--- config.mk ---
export PLATFORM = sky130hd
export DESIGN_NAME = lcp_configure_request_responder_unit
export DESIGN_NICKNAME = d
export VERILOG_FILES = /design/src/rtl/lcpcr_pkg.sv /design/src/rtl/lcpcr_datapath.sv /design/src/rtl/lcpcr_ctrl.sv /design/src/rtl/lcp_configure_request_responder_unit.sv
export SDC_FILE = /design/constraint.sdc
export NUM_CORES = 1
export LEC_CHECK = 0
export BUFFER_PORTS_ARGS = -buffer_cell sky130_fd_sc_hd__buf_2
export CAP_MARGIN = 10
export CORE_MARGIN = 2
export CORE_UTILIZATION = 50
export CTS_CLUSTER_DIAMETER = 30
export DETAILED_ROUTE_END_ITERATION = 6
export GPL_TIMING_DRIVEN = 0
export PLACE_DENSITY = 0.69
export SLEW_MARGIN = 30
export SYNTH_ARGS = -nofsm -noshare
export SYNTH_HDL_FRONTEND = slang
export SYNTH_SLANG_ARGS = --single-unit
export TNS_END_PERCENT = 10
--- constraint.sdc ---
create_clock -name clk -period 5 [get_ports clk]
set_input_delay 1 -clock clk [delete_from_list [all_inputs] [get_ports clk]]
set_output_delay 1 -clock clk [all_outputs]
set_load 0.005 [all_outputs]
--- src/rtl/lcpcr_pkg.sv ---
// ----------------------------------------------------------------------------
// lcpcr_pkg
// Shared constants and controller/datapath types for the LCP
// Configure-Request responder.
// ----------------------------------------------------------------------------
package lcpcr_pkg;

    localparam int OPTION_BYTES = 48;
    localparam int MAX_OPTIONS  = 24;

    localparam int HELD_W = $clog2(OPTION_BYTES + 1);
    localparam int IDX_W  = $clog2(OPTION_BYTES);
    localparam int CNT_W  = $clog2(MAX_OPTIONS + 1);
    localparam int OIDX_W = $clog2(MAX_OPTIONS);
    localparam int LEN_W  = 6;
    localparam int HIDX_W = 4;

    localparam logic [15:0] MRU_RESET = 16'd1492;

    // LCP codes
    localparam logic [7:0] CODE_ACK    = 8'h02;
    localparam logic [7:0] CODE_NAK    = 8'h03;
    localparam logic [7:0] CODE_REJECT = 8'h04;

    // option types and lengths
    localparam logic [7:0] OPT_MRU       = 8'h01;
    localparam logic [7:0] OPT_MAGIC     = 8'h05;
    localparam logic [7:0] MRU_OPT_LEN   = 8'h04;
    localparam logic [7:0] MAGIC_OPT_LEN = 8'h06;

    typedef enum logic [1:0] {
        MARK_ACCEPT = 2'd0,
        MARK_NAK    = 2'd1,
        MARK_REJECT = 2'd2
    } mark_t;

    typedef enum logic [2:0] {
        PH_TYPE   = 3'b001,
        PH_LENGTH = 3'b010,
        PH_VALUE  = 3'b100
    } phase_t;

    typedef struct packed {
        logic take;
        logic hdr_step;
        logic tbl_read;
        logic skip_opt;
        logic byte_read;
        logic byte_step;
        logic emit_ovf;
        logic clear;
    } dp_cmd_t;

    typedef struct packed {
        logic ovf;
        logic hdr_last;
        logic walk_done;
        logic selected;
        logic byte_last;
    } dp_status_t;

endpackage

--- src/rtl/lcpcr_datapath.sv ---
// ----------------------------------------------------------------------------
// lcpcr_datapath
// Option parser, option byte store, option table and reply byte generator.
// ----------------------------------------------------------------------------
module lcpcr_datapath (
    input  logic                          clk,
    input  logic                          rst_n,
    input  logic                          cfg_wr_en,
    input  logic [15:0]                   cfg_wr_data,
    input  logic [7:0]                    option_byte,
    input  logic                          has_byte,
    input  logic [7:0]                    request_id,
    input  logic [31:0]                   peer_magic,
    input  logic                          end_of_request,
    input  lcpcr_pkg::dp_cmd_t            cmd,
    output lcpcr_pkg::dp_status_t         status,
    output logic                          reply_valid,
    output logic [7:0]                    reply_byte,
    output logic                          reply_last,
    output logic [lcpcr_pkg::LEN_W-1:0]   reply_length,
    output logic                          reply_status
);

    localparam int HW = lcpcr_pkg::HELD_W;
    localparam int IW = lcpcr_pkg::IDX_W;
    localparam int CW = lcpcr_pkg::CNT_W;
    localparam int OW = lcpcr_pkg::OIDX_W;
    localparam int LW = lcpcr_pkg::LEN_W;
    localparam int XW = lcpcr_pkg::HIDX_W;
    localparam int TW = 2 + HW;

    // memories
    logic [7:0]    store_mem [lcpcr_pkg::OPTION_BYTES];
    logic [TW-1:0] tbl_mem   [lcpcr_pkg::MAX_OPTIONS];
    logic [7:0]    store_rd_reg;
    logic [TW-1:0] tbl_rd_reg;

    // parse state
    logic [HW-1:0]         held_reg, held_next;
    lcpcr_pkg::phase_t     phase_reg, phase_next;
    logic [7:0]            left_reg, left_next;
    logic                  rej_reg, rej_next;
    logic                  nak_reg, nak_next;
    logic                  mru_seen_reg, mru_seen_next;
    logic                  magic_seen_reg, magic_seen_next;
    logic                  ovf_reg, ovf_next;
    logic [CW-1:0]         count_reg, count_next;
    logic [HW-1:0]         rej_sum_reg, rej_sum_next;
    logic [HW-1:0]         nak_sum_reg, nak_sum_next;
    logic [7:0]            type_reg, type_next;
    logic [7:0]            len_reg, len_next;
    logic [7:0]            v0_reg, v0_next;
    logic [7:0]            v1_reg, v1_next;
    logic [HW-1:0]         occ_reg, occ_next;
    logic [15:0]           mru_cfg_reg;
    logic [7:0]            id_reg;
    logic [31:0]           magic_reg;

    // reply walk state
    logic [XW-1:0]         hidx_reg, hidx_next;
    logic [CW-1:0]         k_reg, k_next;
    logic [HW-1:0]         pos_reg, pos_next;
    logic [HW-1:0]         t_reg, t_next;
    logic [LW-1:0]         nout_reg, nout_next;

    logic                  store_we;
    logic                  tbl_we;
    logic [TW-1:0]         tbl_wdata;
    logic                  close_now;
    logic                  close_opt;
    lcpcr_pkg::mark_t      new_mark;

    logic [7:0]            code;
    logic                  add_mru;
    logic                  add_mag;
    logic [HW-1:0]         sel_sum;
    logic [LW-1:0]         total;
    logic [XW-1:0]         hlen;
    logic [XW-1:0]         hj;
    logic [XW-1:0]         hjj;
    logic [7:0]            hdr_byte;
    logic [7:0]            opt_byte;
    logic [1:0]            rd_mark;
    logic [HW-1:0]         rd_occ;
    logic [HW-1:0]         rd_addr;
    logic                  out_last;
    logic                  sel_hit;

    assign rd_mark = tbl_rd_reg[TW-1 -: 2];
    assign rd_occ  = tbl_rd_reg[HW-1:0];

    // ------------------------------------------------------------------
    // reply code and length
    // ------------------------------------------------------------------
    always_comb
    begin
        if (rej_reg)
        begin
            code = lcpcr_pkg::CODE_REJECT;
        end
        else if (nak_reg || !mru_seen_reg || !magic_seen_reg)
        begin
            code = lcpcr_pkg::CODE_NAK;
        end
        else
        begin
            code = lcpcr_pkg::CODE_ACK;
        end
    end

    assign add_mru = (code == lcpcr_pkg::CODE_NAK) && !mru_seen_reg;
    assign add_mag = (code == lcpcr_pkg::CODE_NAK) && !magic_seen_reg;

    always_comb
    begin
        case (code)
            lcpcr_pkg::CODE_REJECT: sel_sum = rej_sum_reg;
            lcpcr_pkg::CODE_NAK:    sel_sum = nak_sum_reg;
            default:                sel_sum = held_reg;
        endcase
    end

    assign total = LW'(4) + (add_mru ? LW'(4) : LW'(0)) + (add_mag ? LW'(6) : LW'(0))
                 + LW'(sel_sum);
    assign hlen  = XW'(4) + (add_mru ? XW'(4) : XW'(0)) + (add_mag ? XW'(6) : XW'(0));
    assign hj    = hidx_reg - XW'(4);
    assign hjj   = add_mru ? hj - XW'(4) : hj;

    // header, then the added MRU and magic options of a Nak
    always_comb
    begin
        hdr_byte = 8'h00;
        case (hidx_reg)
            XW'(0): hdr_byte = code;
            XW'(1): hdr_byte = id_reg;
            XW'(2): hdr_byte = 8'h00;
            XW'(3): hdr_byte = 8'(total);
            default:
            begin
                if (add_mru && hj < XW'(4))
                begin
                    case (hj[1:0])
                        2'd0:    hdr_byte = lcpcr_pkg::OPT_MRU;
                        2'd1:    hdr_byte = lcpcr_pkg::MRU_OPT_LEN;
                        2'd2:    hdr_byte = mru_cfg_reg[15:8];
                        default: hdr_byte = mru_cfg_reg[7:0];
                    endcase
                end
                else
                begin
                    case (hjj)
                        XW'(0):  hdr_byte = lcpcr_pkg::OPT_MAGIC;
                        XW'(1):  hdr_byte = lcpcr_pkg::MAGIC_OPT_LEN;
                        XW'(2):  hdr_byte = magic_reg[31:24];
                        XW'(3):  hdr_byte = magic_reg[23:16];
                        XW'(4):  hdr_byte = magic_reg[15:8];
                        XW'(5):  hdr_byte = magic_reg[7:0];
                        default: hdr_byte = 8'h00;
                    endcase
                end
            end
        endcase
    end

    // clamped MRU replaces value bytes 0 and 1
    always_comb
    begin
        opt_byte = store_rd_reg;
        if (rd_mark == lcpcr_pkg::MARK_NAK && t_reg == HW'(2))
        begin
            opt_byte = mru_cfg_reg[15:8];
        end
        else if (rd_mark == lcpcr_pkg::MARK_NAK && t_reg == HW'(3))
        begin
            opt_byte = mru_cfg_reg[7:0];
        end
    end

    always_comb
    begin
        case (code)
            lcpcr_pkg::CODE_REJECT: sel_hit = (rd_mark == lcpcr_pkg::MARK_REJECT);
            lcpcr_pkg::CODE_NAK:    sel_hit = (rd_mark == lcpcr_pkg::MARK_NAK);
            default:                sel_hit = 1'b1;
        endcase
    end

    assign status.selected  = sel_hit;
    assign status.ovf       = ovf_reg;
    assign status.hdr_last  = (hidx_reg == hlen - XW'(1));
    assign status.walk_done = (k_reg == count_reg);
    assign status.byte_last = (t_reg + HW'(1) == rd_occ);

    assign rd_addr  = pos_reg + t_reg;
    assign out_last = (nout_reg + LW'(1) == total);

    // ------------------------------------------------------------------
    // parser and walk counters
    // ------------------------------------------------------------------
    always_comb
    begin
        held_next       = held_reg;
        phase_next      = phase_reg;
        left_next       = left_reg;
        rej_next        = rej_reg;
        nak_next        = nak_reg;
        mru_seen_next   = mru_seen_reg;
        magic_seen_next = magic_seen_reg;
        ovf_next        = ovf_reg;
        count_next      = count_reg;
        rej_sum_next    = rej_sum_reg;
        nak_sum_next    = nak_sum_reg;
        type_next       = type_reg;
        len_next        = len_reg;
        v0_next         = v0_reg;
        v1_next         = v1_reg;
        occ_next        = occ_reg;
        hidx_next       = hidx_reg;
        k_next          = k_reg;
        pos_next        = pos_reg;
        t_next          = t_reg;
        nout_next       = nout_reg;
        store_we        = 1'b0;
        tbl_we          = 1'b0;
        tbl_wdata       = '0;
        close_now       = 1'b0;
        close_opt       = 1'b0;
        new_mark        = lcpcr_pkg::MARK_ACCEPT;

        if (cmd.take)
        begin
            if (has_byte && !ovf_reg)
            begin
                if (held_reg == HW'(lcpcr_pkg::OPTION_BYTES) ||
                    (phase_reg == lcpcr_pkg::PH_TYPE &&
                     count_reg == CW'(lcpcr_pkg::MAX_OPTIONS)))
                begin
                    ovf_next = 1'b1;
                end
                else
                begin
                    store_we  = 1'b1;
                    held_next = held_reg + HW'(1);
                    case (phase_reg)
                        lcpcr_pkg::PH_TYPE:
                        begin
                            type_next  = option_byte;
                            len_next   = 8'h00;
                            v0_next    = 8'h00;
                            v1_next    = 8'h00;
                            occ_next   = HW'(1);
                            phase_next = lcpcr_pkg::PH_LENGTH;
                        end
                        lcpcr_pkg::PH_LENGTH:
                        begin
                            len_next = option_byte;
                            occ_next = occ_reg + HW'(1);
                            if (option_byte > 8'd2)
                            begin
                                left_next  = option_byte - 8'd2;
                                phase_next = lcpcr_pkg::PH_VALUE;
                            end
                            else
                            begin
                                close_now = 1'b1;
                            end
                        end
                        lcpcr_pkg::PH_VALUE:
                        begin
                            occ_next  = occ_reg + HW'(1);
                            left_next = left_reg - 8'd1;
                            if (occ_reg == HW'(2))
                            begin
                                v0_next = option_byte;
                            end
                            if (occ_reg == HW'(3))
                            begin
                                v1_next = option_byte;
                            end
                            if (left_reg == 8'd1)
                            begin
                                close_now = 1'b1;
                            end
                        end
                        default: ;
                    endcase
                end
            end

            // a request that ends mid-option closes it with what arrived
            close_opt = close_now ||
                        (end_of_request && !ovf_next && phase_next != lcpcr_pkg::PH_TYPE);

            if (close_opt)
            begin
                if (type_next == lcpcr_pkg::OPT_MRU)
                begin
                    mru_seen_next = 1'b1;
                    if (len_next != lcpcr_pkg::MRU_OPT_LEN)
                    begin
                        nak_next = 1'b1;
                    end
                    if ({v0_next, v1_next} > mru_cfg_reg)
                    begin
                        new_mark = lcpcr_pkg::MARK_NAK;
                        nak_next = 1'b1;
                    end
                end
                else if (type_next == lcpcr_pkg::OPT_MAGIC)
                begin
                    magic_seen_next = 1'b1;
                end
                else
                begin
                    new_mark = lcpcr_pkg::MARK_REJECT;
                    rej_next = 1'b1;
                end
                tbl_we     = 1'b1;
                tbl_wdata  = {new_mark, occ_next};
                count_next = count_reg + CW'(1);
                phase_next = lcpcr_pkg::PH_TYPE;
                left_next  = 8'h00;
                if (new_mark == lcpcr_pkg::MARK_REJECT)
                begin
                    rej_sum_next = rej_sum_reg + occ_next;
                end
                if (new_mark == lcpcr_pkg::MARK_NAK)
                begin
                    nak_sum_next = nak_sum_reg + occ_next;
                end
            end
        end

        if (cmd.hdr_step)
        begin
            hidx_next = hidx_reg + XW'(1);
            nout_next = nout_reg + LW'(1);
        end

        if (cmd.byte_step)
        begin
            nout_next = nout_reg + LW'(1);
            t_next    = t_reg + HW'(1);
            if (status.byte_last)
            begin
                t_next   = '0;
                pos_next = pos_reg + rd_occ;
                k_next   = k_reg + CW'(1);
            end
        end

        if (cmd.skip_opt)
        begin
            pos_next = pos_reg + rd_occ;
            k_next   = k_reg + CW'(1);
        end

        if (cmd.clear)
        begin
            held_next       = '0;
            phase_next      = lcpcr_pkg::PH_TYPE;
            left_next       = 8'h00;
            rej_next        = 1'b0;
            nak_next        = 1'b0;
            mru_seen_next   = 1'b0;
            magic_seen_next = 1'b0;
            ovf_next        = 1'b0;
            count_next      = '0;
            rej_sum_next    = '0;
            nak_sum_next    = '0;
            hidx_next       = '0;
            k_next          = '0;
            pos_next        = '0;
            t_next          = '0;
            nout_next       = '0;
        end
    end

    always_ff @(posedge clk or negedge rst_n)
    begin
        if (!rst_n)
        begin
            held_reg       <= '0;
            phase_reg      <= lcpcr_pkg::PH_TYPE;
            left_reg       <= 8'h00;
            rej_reg        <= 1'b0;
            nak_reg        <= 1'b0;
            mru_seen_reg   <= 1'b0;
            magic_seen_reg <= 1'b0;
            ovf_reg        <= 1'b0;
            count_reg      <= '0;
            rej_sum_reg    <= '0;
            nak_sum_reg    <= '0;
            hidx_reg       <= '0;
            k_reg          <= '0;
            pos_reg        <= '0;
            t_reg          <= '0;
            nout_reg       <= '0;
            mru_cfg_reg    <= lcpcr_pkg::MRU_RESET;
            reply_valid    <= 1'b0;
        end
        else
        begin
            held_reg       <= held_next;
            phase_reg      <= phase_next;
            left_reg       <= left_next;
            rej_reg        <= rej_next;
            nak_reg        <= nak_next;
            mru_seen_reg   <= mru_seen_next;
            magic_seen_reg <= magic_seen_next;
            ovf_reg        <= ovf_next;
            count_reg      <= count_next;
            rej_sum_reg    <= rej_sum_next;
            nak_sum_reg    <= nak_sum_next;
            hidx_reg       <= hidx_next;
            k_reg          <= k_next;
            pos_reg        <= pos_next;
            t_reg          <= t_next;
            nout_reg       <= nout_next;
            if (cfg_wr_en)
            begin
                mru_cfg_reg <= cfg_wr_data;
            end
            reply_valid    <= cmd.hdr_step || cmd.byte_step || cmd.emit_ovf;
        end
    end

    // payload registers
    always_ff @(posedge clk)
    begin
        type_reg <= type_next;
        len_reg  <= len_next;
        v0_reg   <= v0_next;
        v1_reg   <= v1_next;
        occ_reg  <= occ_next;
        if (cmd.take && end_of_request)
        begin
            id_reg    <= request_id;
            magic_reg <= peer_magic;
        end
        if (cmd.emit_ovf)
        begin
            reply_byte   <= 8'h00;
            reply_last   <= 1'b1;
            reply_length <= '0;
            reply_status <= 1'b1;
        end
        else if (cmd.hdr_step)
        begin
            reply_byte   <= hdr_byte;
            reply_last   <= out_last;
            reply_length <= total;
            reply_status <= 1'b0;
        end
        else if (cmd.byte_step)
        begin
            reply_byte   <= opt_byte;
            reply_last   <= out_last;
            reply_length <= total;
            reply_status <= 1'b0;
        end
    end

    // option byte store
    always_ff @(posedge clk)
    begin
        if (store_we)
        begin
            store_mem[held_reg[IW-1:0]] <= option_byte;
        end
        if (cmd.byte_read)
        begin
            store_rd_reg <= store_mem[rd_addr[IW-1:0]];
        end
    end

    // option table: mark and occupied byte count per option
    always_ff @(posedge clk)
    begin
        if (tbl_we)
        begin
            tbl_mem[count_reg[OW-1:0]] <= tbl_wdata;
        end
        if (cmd.tbl_read)
        begin
            tbl_rd_reg <= tbl_mem[k_reg[OW-1:0]];
        end
    end

endmodule

--- src/rtl/lcpcr_ctrl.sv ---
// ----------------------------------------------------------------------------
// lcpcr_ctrl
// Sequencer: takes request bytes, then walks header and option table to
// produce the reply.
// ----------------------------------------------------------------------------
module lcpcr_ctrl (
    input  logic                   clk,
    input  logic                   rst_n,
    input  logic                   start,
    input  logic                   end_of_request,
    input  lcpcr_pkg::dp_status_t  status,
    output lcpcr_pkg::dp_cmd_t     cmd,
    output logic                   busy
);

    typedef enum logic [6:0] {
        ST_IDLE     = 7'b0000001,
        ST_LAUNCH   = 7'b0000010,
        ST_HDR      = 7'b0000100,
        ST_TBL_RD   = 7'b0001000,
        ST_TBL_CHK  = 7'b0010000,
        ST_BYTE_RD  = 7'b0100000,
        ST_BYTE_OUT = 7'b1000000
    } state_t;

    state_t state_reg, state_next;

    always_comb
    begin
        state_next = state_reg;
        cmd        = '0;
        case (state_reg)
            ST_IDLE:
            begin
                cmd.take = start;
                if (start && end_of_request)
                begin
                    state_next = ST_LAUNCH;
                end
            end
            ST_LAUNCH:
            begin
                if (status.ovf)
                begin
                    cmd.emit_ovf = 1'b1;
                    cmd.clear    = 1'b1;
                    state_next   = ST_IDLE;
                end
                else
                begin
                    state_next = ST_HDR;
                end
            end
            ST_HDR:
            begin
                cmd.hdr_step = 1'b1;
                if (status.hdr_last)
                begin
                    state_next = ST_TBL_RD;
                end
            end
            ST_TBL_RD:
            begin
                if (status.walk_done)
                begin
                    cmd.clear  = 1'b1;
                    state_next = ST_IDLE;
                end
                else
                begin
                    cmd.tbl_read = 1'b1;
                    state_next   = ST_TBL_CHK;
                end
            end
            ST_TBL_CHK:
            begin
                if (status.selected)
                begin
                    state_next = ST_BYTE_RD;
                end
                else
                begin
                    cmd.skip_opt = 1'b1;
                    state_next   = ST_TBL_RD;
                end
            end
            ST_BYTE_RD:
            begin
                cmd.byte_read = 1'b1;
                state_next    = ST_BYTE_OUT;
            end
            ST_BYTE_OUT:
            begin
                cmd.byte_step = 1'b1;
                state_next    = status.byte_last ? ST_TBL_RD : ST_BYTE_RD;
            end
            default:
            begin
                state_next = ST_IDLE;
            end
        endcase
    end

    always_ff @(posedge clk or negedge rst_n)
    begin
        if (!rst_n)
        begin
            state_reg <= ST_IDLE;
        end
        else
        begin
            state_reg <= state_next;
        end
    end

    assign busy = (state_reg != ST_IDLE);

endmodule

--- src/rtl/lcp_configure_request_responder_unit.sv ---
// ----------------------------------------------------------------------------
// lcp_configure_request_responder_unit
// Server side LCP Configure-Request handling: parses the options area and
// emits a Configure-Ack, -Nak or -Reject one byte per result.
// ----------------------------------------------------------------------------
//  channel   | handshake             | payload
//  ----------+-----------------------+-----------------------------------------
//  config    | cfg_wr_en             | cfg_wr_data (max_receive_unit)
//  request   | start & !busy         | option_byte, has_byte, request_id,
//            |                       | peer_magic, end_of_request
//  reply     | reply_valid strobe    | reply_byte, reply_last, reply_length,
//            |                       | reply_status
//
//  Option bytes are taken one per cycle while busy is low. The final request
//  raises busy for the reply: a launch state, a header state per header and
//  added option byte, a table read and a table check state per option table
//  entry and a byte read and a byte output state per echoed byte, then a
//  table read that finds the table walked, as the option store and table are
//  single read port memories with registered read. An overflowed request
//  holds busy through the launch state only. Reply bytes appear in the cycle
//  after they are produced and hold for one cycle only; the receiver cannot stall.
//  Reset is asynchronous, active low, and leaves max_receive_unit at 1492.
// ----------------------------------------------------------------------------
module lcp_configure_request_responder_unit (
    input  logic                          clk,
    input  logic                          rst_n,
    input  logic                          cfg_wr_en,
    input  logic [15:0]                   cfg_wr_data,
    input  logic                          start,
    output logic                          busy,
    input  logic [7:0]                    option_byte,
    input  logic                          has_byte,
    input  logic [7:0]                    request_id,
    input  logic [31:0]                   peer_magic,
    input  logic                          end_of_request,
    output logic                          reply_valid,
    output logic [7:0]                    reply_byte,
    output logic                          reply_last,
    output logic [lcpcr_pkg::LEN_W-1:0]   reply_length,
    output logic                          reply_status
);

    lcpcr_pkg::dp_cmd_t    cmd;
    lcpcr_pkg::dp_status_t status;

    lcpcr_ctrl u_ctrl (
        .clk            (clk),
        .rst_n          (rst_n),
        .start          (start),
        .end_of_request (end_of_request),
        .status         (status),
        .cmd            (cmd),
        .busy           (busy)
    );

    lcpcr_datapath u_datapath (
        .clk            (clk),
        .rst_n          (rst_n),
        .cfg_wr_en      (cfg_wr_en),
        .cfg_wr_data    (cfg_wr_data),
        .option_byte    (option_byte),
        .has_byte       (has_byte),
        .request_id     (request_id),
        .peer_magic     (peer_magic),
        .end_of_request (end_of_request),
        .cmd            (cmd),
        .status         (status),
        .reply_valid    (reply_valid),
        .reply_byte     (reply_byte),
        .reply_last     (reply_last),
        .reply_length   (reply_length),
        .reply_status   (reply_status)
    );

endmodule
======== Yosys cells after proc, flatten, opt, wreduce, memory -nomap -nowiden ========
Memory sizes are Yosys's and may differ from the RTL's. A register that Yosys moved wholly into a read port is not among the register bits.
Index checks and enable logic that the tools add are counted.
cells by class
  reductions and logical operators ........ 52
  eq/ne operators ......................... 49
  magnitude comparators ................... 3
  multiplexer cells ....................... 157
  add/sub/neg operators ................... 21
operator list
  operator                                                          number
  8-bit two-way mux                                                 28
  6-bit two-way mux                                                 29
  8-bit one-hot mux with 2 select lines                             4
  1-bit two-way mux                                                 55
  7-bit one-hot mux with 7 select lines                             1
  8-bit one-hot mux with 6 select lines                             1
  5-bit two-way mux                                                 8
  3-bit two-way mux                                                 13
  6-bit adder                                                       6
  8-bit one-hot mux with 4 select lines                             1
  6-bit by 1-bit adder with 6-bit output (second input constant)    4
  6-bit by 2-bit == test with 1-bit output (second input constant)  4
  6-bit one-hot mux with 2 select lines                             2
  8-bit one-hot mux with 3 select lines                             1
  2-bit nonzero test                                                10
  4-bit by 2-bit == test with 1-bit output (second input constant)  4
  8-bit by 1-bit == test with 1-bit output (second input constant)  2
  8-bit by 3-bit == test with 1-bit output (second input constant)  2
  16-bit greater-than comparator                                    1
  3-bit nonzero test                                                5
  7-bit two-way mux                                                 2
  6-bit == test                                                     2
  4-bit two-way mux                                                 3
  3-bit AND reduction                                               4
  49 further kinds                                                  90
word-level totals
  word-level logic and storage cells ...... 314
  memories ................................ 2
  bits in registers ....................... 184
  memory bits (writable) .................. 576
memory list
  name                  words  bits a word  read ports  clocked after Yosys merged registers in  write ports  line                  RTL
  u_datapath.store_mem  48     8            1           1                                        1            lcpcr_datapath.sv:33  logic [7:0] store_mem [lcpcr_pkg::OPTION_BYTES];
  u_datapath.tbl_mem    24     8            1           1                                        1            lcpcr_datapath.sv:34  logic [TW-1:0] tbl_mem [lcpcr_pkg::MAX_OPTIONS];

======== Logic depth before layout (Yosys ltp) ========
Gate-level depths: netlist (run 1).
  depth after elaboration ................. 17
  depth in mapped cells ................... 17
  depth with buffers taken out ............ 16

======== Cells and area by module ========
From an unflattened synthesis (run 1), not the netlist that was laid out.
second synthesis, totals
  cells, all modules ...................... 2,195
  area, all modules ....................... 34,020.1 um2
by module, submodules not included
  module          cells each  times used  area an instance (um2)  seq. area each (um2)
  lcpcr_datapath  2,142       1           33,509.6                22,525.4
  lcpcr_ctrl      53          1           510.5                   176.4

======== Least setup slack after synthesis (run 1) ========
Ideal clock, no wire load.
  path kind ............................... in2reg
  from .................................... input has_byte
  to ...................................... register u_datapath.nak_sum_reg[5]
  required time ........................... 4.929 ns
  stages on the path ...................... 13
  arrival time ............................ 4.262 ns
  buffers on the path ..................... 0
  slack ................................... 0.668 ns
  cells stage by stage .................... o211a_1 nand2_1 nor2_1 mux2i_1 nor2_1 ha_1 nand4_1 a211o_1 a31oi_1 o31a_1 nor4b_4 or3b_1 nand3_1
between the ends
  longest elaborated chain between the ends .. 11
  elaborated cells between the ends (all ways) .. 37
  those cells by class .................... add/sub: 1; order compare: 1; eq/ne: 4; mux: 23; reduce/logical: 8
ends and longest elaborated chain
  element                                                                                     line                                          RTL
  from (decl)                                                                                 lcp_configure_request_responder_unit.sv:32    input logic has_byte,
  1-bit logical AND *                                                                         lcpcr_datapath.sv:232                         if (has_byte && !ovf_reg)
  8-bit two-way mux                                                                           lcpcr_datapath.sv:232
  8-bit two-way mux                                                                           lcpcr_datapath.sv:230                         if (cmd.take)
  16-bit greater-than comparator or 8-bit by 3-bit == test with 1-bit output (tied branches)  lcpcr_datapath.sv:303, lcpcr_datapath.sv:309
  1-bit two-way mux or 2-bit two-way mux (tied branches)                                      lcpcr_datapath.sv:303, lcpcr_datapath.sv:309
  2-bit two-way mux                                                                           lcpcr_datapath.sv:296                         if (type_next == lcpcr_pkg::OPT_MRU)
  2-bit two-way mux                                                                           lcpcr_datapath.sv:294                         if (close_opt)
  2-bit two-way mux                                                                           lcpcr_datapath.sv:230
  2-bit by 1-bit == test with 1-bit output                                                    lcpcr_datapath.sv:327                         if (new_mark == lcpcr_pkg::MARK_NAK)
  2-bit nonzero test (no source line)                                                         n/a
  3-bit AND reduction (no source line)                                                        n/a
  to (signal assigned)                                                                        lcpcr_datapath.sv:414                         nak_sum_reg <= nak_sum_next;
  to (decl)                                                                                   lcpcr_datapath.sv:49                          logic [HW-1:0] nak_sum_reg, nak_sum_next;
Every way passes the cells marked *; elsewhere a longest branch is shown, timed or not. The select of a mux whose other input is x is not followed.
A chain may end at the register's enable or synchronous reset.

======== Final worst setup path (run 1) ========
  from .................................... register u_datapath.held_reg[0]
  to ...................................... register u_datapath.nak_sum_reg[5]
between the ends
  longest elaborated chain between the ends .. 13
  elaborated cells between the ends (all ways) .. 45
  those cells by class .................... add/sub: 1; order compare: 1; eq/ne: 5; mux: 30; reduce/logical: 8
ends and longest elaborated chain
  element                                                                                     line                                          RTL
  from (decl)                                                                                 lcpcr_datapath.sv:39                          logic [HW-1:0] held_reg, held_next;
  from (signal assigned)                                                                      lcpcr_datapath.sv:404                         held_reg <= held_next;
  6-bit == test *                                                                             lcpcr_datapath.sv:234                         if (held_reg == HW'(lcpcr_pkg::OPTION_BYTES) ||
  1-bit logical OR *                                                                          lcpcr_datapath.sv:234
  8-bit two-way mux                                                                           lcpcr_datapath.sv:234
  8-bit two-way mux                                                                           lcpcr_datapath.sv:232
  8-bit two-way mux                                                                           lcpcr_datapath.sv:230
  16-bit greater-than comparator or 8-bit by 3-bit == test with 1-bit output (tied branches)  lcpcr_datapath.sv:303, lcpcr_datapath.sv:309
  1-bit two-way mux or 2-bit two-way mux (tied branches)                                      lcpcr_datapath.sv:303, lcpcr_datapath.sv:309
  2-bit two-way mux                                                                           lcpcr_datapath.sv:296
  2-bit two-way mux                                                                           lcpcr_datapath.sv:294
  2-bit two-way mux                                                                           lcpcr_datapath.sv:230
  2-bit by 1-bit == test with 1-bit output                                                    lcpcr_datapath.sv:327
  2-bit nonzero test (no source line)                                                         n/a
  3-bit AND reduction (no source line)                                                        n/a
Marked as above.

==> results.toml, run 1 <==
[routing]
via_per_inst = 5.96
wl_per_cell_um = 23.7
drtAntennaViolNets = 0
drc = 0
drtIter0Drc = 2033
drt_wl_total_um = 80300
first_pass_iters = 6
vias = 20144

[cells_and_area]
fin_nets = 2521
fill_cells = 4857
final_util_pct = 60.2
largest_reg_flops = 384
n_antenna_cell = 0
finalInstanceArea_mm2 = 0.0403
area.growth.synth_to_final_pct = 19.9
layout-drive-gt1-share_pct = 22.3

[pwr]
irDropWorstVdd_v = 0.000284
power_frac_seq_pct = 39.3
p_leak_nw = 14.1
switching_share_pct = 25.0
power_frac_comb_pct = 10.2
finalPower_w = 0.0192
power_switching_w = 0.00482
power_density_mw_per_mm2 = 477
clockPowerShare_pct = 50.5
intPower_w = 0.0144

[global_route]
grt_antenna_before_repair = 0
use_met1_pct = 32.0
grt_max_degree = 62
grt.overflow.total = 0
grt_use_met2_pct = 38.0
top_usage_layer = "met2"
grt_pass1_vias = 20739
track_usage_pct = 23.5
grt_first_pass_wirelength_um = 123000
met3_usage_pct = 4.43

[clocking]
clock-sinks = 776
insertion_delay_ns = 0.73
ctsHoldBuffers = 0
clk_pin_slew_ns = 0.05
cts-root-buf = "clkbuf_16"
cts_buffers = 145
tritoncts = "yes"
cts_max_level = 4
clock_path_buffers = 3

[floorplanning]
fp.coreArea_mm2 = 0.0669
ioPinCount = 88
initial_core_util_pct = 50.2
placementRows = 95
die-area_mm2 = 0.0693
dieHeight_um = 263
die_w_um = 263

[flow_run]
maxCapViolCount = 0

[setup_path]
crit_start = "u_datapath.held_reg[0]$_DFFE_PN0P_"
start_kind = "register"
crit_path_cell_trace = "inv_1, ha_1, or3b_1, o211a_1, nand2_1, clkbuf_2, nand2_1, o21ai_0, ha_1, nand4_1, a211o_1, a31oi_1, o31a_1, nor4b_4, buf_4, or3b_1, nand3_1"
crit_path_end_kind = "register"
critPathKind = "register to register"
critPathRequiredTime_ns = 5.65
path_max_fanout = 13
worstReg2RegStart = "u_datapath.held_reg[0]$_DFFE_PN0P_"
slowest_delay_ns = 0.47
worst_path_max_delay_cell = "or3b_1"
crit_arrival_ns = 5.30

[sta]
timing.hold.ws_ns = 0.167
period_needed_ns = 4.65
drv_slew = 0
rsz0062_at_grt = "false"
slew_headroom_pct = 34.7
finalSetupTns_ns = 0
tightest_slew_ns = 0.969
fin_worst_skew_ns = 0.0382
max_freq_mhz = 215
finalCritPeriodShare_pct = 93.0
setup_viol = 0
hold_viol = 0

[synth]
synthTopCellsByArea = "edfxtp_1 (60%), mux4_2 (10%), dfrtp_1 (6.1%)"
yosysUniqueCellTypes = 82
synth_edf_count = 670
syn_area_mm2 = 0.0336
syn_inst = 2140
synth_flop_cell = "edfxtp_1"
synth_fp_nets = 2277
synth_largest_area_cell = "edfxtp_1"
syn_area_per_cell_um2 = 15.7
ys_seq_area_share_pct = 67.5
synth_top_cell_area_share_pct = 59.8
synth-seq-cells = 776
synth_warnings = 0
async_flop_share_pct = 11.6

[placement]
gp_congestion = 0.929
place.detailed.hpwl_um = 52300
port_buffers = 87
dpl-instance-area_mm2 = 0.0353

[worst_hold_path]
min-delay-path-class = "input pin to asynchronous set/reset pin"

[status]
outcome = "finished clean"
==> layout make-up <==
class / instances / area, µm² / share of cell area, %
plain buffers: 110 / 462 / 1.15
clock buffers: 180 / 3900 / 9.68
clock inverters: 91 / 1060 / 2.64
inverters: 53 / 199 / 0.493
multi-input cells: 1201 / 10300 / 25.6
flip-flops and latches: 776 / 22700 / 56.3
well taps: 873 / 1090 / 2.71
repair buffers: 97 / 567 / 1.41
==> kinds of logic (layout without fill, tap and decap cells) <==
| family | count (synthesis) | after routing | synth area share, % |
|---|---|---|---|
| AO/OA/AOI/OAI | 334 | 334 | 6.57 |
| XOR/XNOR | 64 | 64 | 1.71 |
| flip-flops | 776 | 776 | 67.5 |
| multiplexers | 226 | 226 | 12.4 |
| adder cells (fa/ha/maj) | 67 | 67 | 2.63 |
| AND/OR/NAND/NOR | 510 | 510 | 7.18 |
| buffers and inverters | 163 | 531 | 1.95 |
==> power by group through the flow <==
stage	Sequential, W	Clock, W	Combinational, W
final	0.00756	0.00972	0.00196
after global routing	0.00759	0.0101	0.00216
after CTS	0.00756	0.00980	0.00194
after detailed placement	0.00767	0	0.00192
after global placement	0.00766	0	0.00184
after floorplan	0.00761	0	0.00129
==> metal layers <==
layer,up-vias,wire (µm)
li1,8881,-
met5,-,0
met2,825,39500
met1,10274,33500
met4,0,2060
met3,164,5270
==> cell usage after synthesis, types with 4 or more instances <==
| master | n |
|---|---|
| edfxtp_1 | 670 |
| nor2_1 | 178 |
| mux4_2 | 152 |
| nand2_1 | 152 |
| o21ai_0 | 83 |
| dfrtp_1 | 82 |
| a21oi_1 | 73 |
| clkbuf_1 | 69 |
| ha_1 | 61 |
| mux2i_1 | 56 |
| inv_1 | 53 |
| nand3_1 | 38 |
| xnor2_1 | 36 |
| xor2_1 | 27 |
| buf_2 | 23 |
| a22o_1 | 22 |
| a211oi_1 | 20 |
| a21o_1 | 19 |
| a31oi_1 | 19 |
| and2_1 | 19 |
| mux2_2 | 18 |
| nor2b_1 | 18 |
| nand4_1 | 17 |
| buf_1 | 16 |
| dfxtp_1 | 16 |
| nor3_1 | 16 |
| a22oi_1 | 15 |
| o211ai_1 | 14 |
| and3_1 | 11 |
| a211o_1 | 9 |
| dfstp_2 | 8 |
| nand3b_1 | 8 |
| nand2b_1 | 7 |
| nor3b_1 | 7 |
| o31ai_1 | 7 |
| a32oi_1 | 6 |
| fa_1 | 6 |
| or3_1 | 6 |
| nor4b_1 | 5 |
| o22ai_1 | 5 |
| nand4b_1 | 4 |
| nor4_1 | 4 |
| o21ai_1 | 4 |
| o32ai_1 | 4 |
| or2_2 | 4 |
==> worst paths after layout <==
| kind | end | slack [ns] | cells after the start |
|---|---|---|---|
| worst max-delay path | u_datapath.nak_sum_reg[5]$_DFFE_PN0P_ | 0.35 | 17 |
| worst min-delay path | u_datapath.mru_cfg_reg[0]$_DFFE_PN0P_ | 0.17 | 1 |
| worst max register to register | u_datapath.nak_sum_reg[5]$_DFFE_PN0P_ | 0.35 | 17 |
| worst min register to register | u_datapath.reply_status$_SDFFE_PP1P_ | 0.45 | 2 |
| max in group asynchronous | u_ctrl.state_reg[0]$_DFFE_PN1P_ | 4.14 | 2 |
| min in group clk | u_datapath.reply_status$_SDFFE_PP1P_ | 0.45 | 2 |
==> metrics by stage <==
stage / instances / worst slack, ns
finish: 3381 / 0.349
global route: 3381 / 0.0126
floorplan: 2140 / 0.668
CTS: 3379 / 0.0454
global placement: 3100 / -0.620
detailed placement: 3108 / 0.0478
==> placed cells by master (no fill, tap or decap), types with 72 or more instances in the layout <==
cell | synthesis | final
buf_2 | 23 | 105
o21ai_0 | 83 | 83
mux4_2 | 152 | 152
nor2_1 | 178 | 177
dfrtp_1 | 82 | 82
a21oi_1 | 73 | 72
clkbuf_1 | 69 | 92
edfxtp_1 | 670 | 670
clkbuf_16 | 0 | 148
nand2_1 | 152 | 152
==> critical path: cells and delay by family, from the launching register on <==
| family | cells | cell delay, ns |
|---|---|---|
| AOI/OAI and AO/OA | 5 | 1.28 |
| buffers and inverters | 3 | 0.75 |
| DFF | 1 | 0.46 |
| adders and majority gates | 2 | 0.39 |
| and+or+nand+nor | 7 | 1.71 |
==> timing repair <==
| action | 4_1_cts | 5_1_grt |
|---|---|---|
| buffers inserted | 0 | 2 |
| gates resized for setup | 0 | 5 |
| endpoints found under the setup margin | 0 | 25 |
Note: power is estimated with default switching activity, not from simulation.
==> inputs of run 2 (changes only) <==
Clock period 5 ns to 5.1 ns, I/O delays scaled along.
==> run 2 against run 1 <==
The flow now finishes with violations (design-rule violations). Die area unchanged. Sequential share of layout area about the same. Clock power down 2%.
==> results.toml, run 2 (synthesis results as in run 1) <==
[status]
outcome = "finished, violations left"
violations = "design-rule violations"

[floorplanning]
initial_core_util_pct = 50.2
ioPinCount = 88
placementRows = 95
dieHeight_um = 263
die_w_um = 263
fp.coreArea_mm2 = 0.0669
die-area_mm2 = 0.0693

[setup_path]
crit_arrival_ns = 5.42
worst_path_max_delay_cell = "or3b_1"
crit_path_cell_trace = "inv_1, ha_1, or3b_1, o211a_1, nand2_1, clkbuf_2, nand2_1, o21ai_0, ha_1, nand4_1, a211o_1, a31oi_1, o31a_1, nor4b_4, buf_4, or3b_1, nand3_1"
critPathBufInv = 3
crit_start = "u_datapath.held_reg[0]$_DFFE_PN0P_"
path_max_fanout = 13
critPathRequiredTime_ns = 5.75
critPathTopFamily = "simple AND/OR/NAND/NOR gates"
crit_path_end_kind = "register"
critPathKind = "register to register"
start_kind = "register"
worstReg2RegStart = "u_datapath.held_reg[0]$_DFFE_PN0P_"
slowest_delay_ns = 0.47

[cells_and_area]
multi_input_area_mm2 = 0.0103
area.growth.synth_to_final_pct = 19.9
layout_commonest_cell = "edfxtp_1"
layout_common_cells = "edfxtp_1 (670), nor2_1 (177), nand2_1 (152), mux4_2 (152), clkbuf_16 (148)"
largest_reg_flops = 384
ff_latch_area_mm2 = 0.0227
fill_cells = 4861
fin_nets = 2519
n_antenna_cell = 0
finalInstanceArea_mm2 = 0.0403
layout-drive-gt1-share_pct = 22.3

[pwr]
clockPowerShare_pct = 50.5
intPower_w = 0.0141
power_density_mw_per_mm2 = 468
switching_share_pct = 25.0
power_frac_seq_pct = 39.3
power_switching_w = 0.00471
power_frac_comb_pct = 10.2
finalPower_w = 0.0189
p_leak_nw = 14.1
irDropWorstVdd_v = 0.000277

[placement]
gp_congestion = 0.929
preCtsSetupSlack_ns = 0.139
place.detailed.hpwl_um = 52300
port_buffers = 87
dpl-instance-area_mm2 = 0.0353

[sta]
timing.hold.ws_ns = 0.183
fin_worst_skew_ns = 0.0371
finalSetupTns_ns = 0
period_needed_ns = 4.76
finalCritPeriodShare_pct = 93.4
setup_viol = 0
drv_slew = 0
fin_ws_ns = 0.339
hold_viol = 0
tightest_slew_ns = 0.967
slew_headroom_pct = 34.8
rsz0062_at_grt = "false"
max_freq_mhz = 210

[clocking]
clk_pin_slew_ns = 0.05
clock_path_buffers = 3
tritoncts = "yes"
cts_buffers = 145
ctsHoldBuffers = 0
post-cts-setup-buffers = 0
insertion_delay_ns = 0.73
cts-root-buf = "clkbuf_16"
cts_max_level = 4
cts_resized = 0
clock-sinks = 776

[global_route]
grt_first_pass_wirelength_um = 123000
grt_pass1_vias = 20739
grt_antenna_before_repair = 0
grt.overflow.total = 0
grt_max_degree = 62
track_usage_pct = 23.5

[routing]
first_pass_iters = 7
drc = 2
via_per_inst = 5.95
drt_wl_total_um = 80200
vias = 20118
drtIter0Drc = 2190
drtAntennaViolNets = 0
wl_per_cell_um = 23.7

[worst_hold_path]
min-delay-path-class = "input pin to asynchronous set/reset pin"

[flow_run]
maxCapViolCount = 0
==> run 2: cell count changes in the layout (fill, tap and decap cells not counted) <==
cell,previous run,this run
buf_4,12,10
==> run 2: metrics by stage <==
step           cells  utilization (%)
2_1_floorplan   2140                -
3_3_place_gp    3100             52.5
3_5_place_dp    3108             52.7
4_1_cts         3379             60.2
5_1_grt         3379             60.2
6_report        3379             60.2
==> run 2: power groups by stage <==
| stage | combinational (W) | sequential [W] | clock, W |
|---|---|---|---|
| after floorplan | 0.00126 | 0.00746 | 0 |
| after global routing | 0.00212 | 0.00744 | 0.00993 |
| after CTS | 0.00190 | 0.00741 | 0.00961 |
| after global placement | 0.00181 | 0.00751 | 0 |
| after detailed placement | 0.00189 | 0.00752 | 0 |
| final | 0.00192 | 0.00741 | 0.00952 |
==> run 2: worst reg2reg max path, cell delays in order, from the launching register on <==
cell and delay (ns):
dfrtp_1 0.45, inv_1 0.19, ha_1 0.18, or3b_1 0.47, o211a_1 0.32, nand2_1 0.26
clkbuf_2 0.28, nand2_1 0.07, o21ai_0 0.28, ha_1 0.21, nand4_1 0.10, a211o_1 0.28
a31oi_1 0.15, o31a_1 0.26, nor4b_4 0.46, buf_4 0.29, or3b_1 0.37, nand3_1 0.09
==> run 2: worst paths after layout <==
path	end	slack, ns	depth (start not counted)
setup / recovery	u_datapath.nak_sum_reg[5]$_DFFE_PN0P_	0.34	17
max in group asynchronous	u_ctrl.state_reg[0]$_DFFE_PN1P_	4.23	2
min in group clk	u_datapath.reply_status$_SDFFE_PP1P_	0.45	2
hold reg to reg	u_datapath.reply_status$_SDFFE_PP1P_	0.45	2
hold / removal	u_datapath.mru_cfg_reg[0]$_DFFE_PN0P_	0.18	1
setup reg to reg	u_datapath.nak_sum_reg[5]$_DFFE_PN0P_	0.34	17
==> run 2: layout make-up <==
cell class / count / area share, %
flip-flops and latches: 776 / 56.3
multi-input cells: 1201 / 25.6
well taps: 873 / 2.71
repair buffers: 95 / 1.37
plain buffers: 110 / 1.15
clock inverters: 91 / 2.64
clock buffers: 180 / 9.69
inverters: 53 / 0.494
==> run 2: per-layer routing <==
metal  track usage [%]  wire length [µm]  up-vias
met5                 0                 0        -
met4              8.59              2130        0
met3              4.43              5180      166
met2              38.0             39600      820
met1              32.0             33400    10253
li1                  -                 -     8879
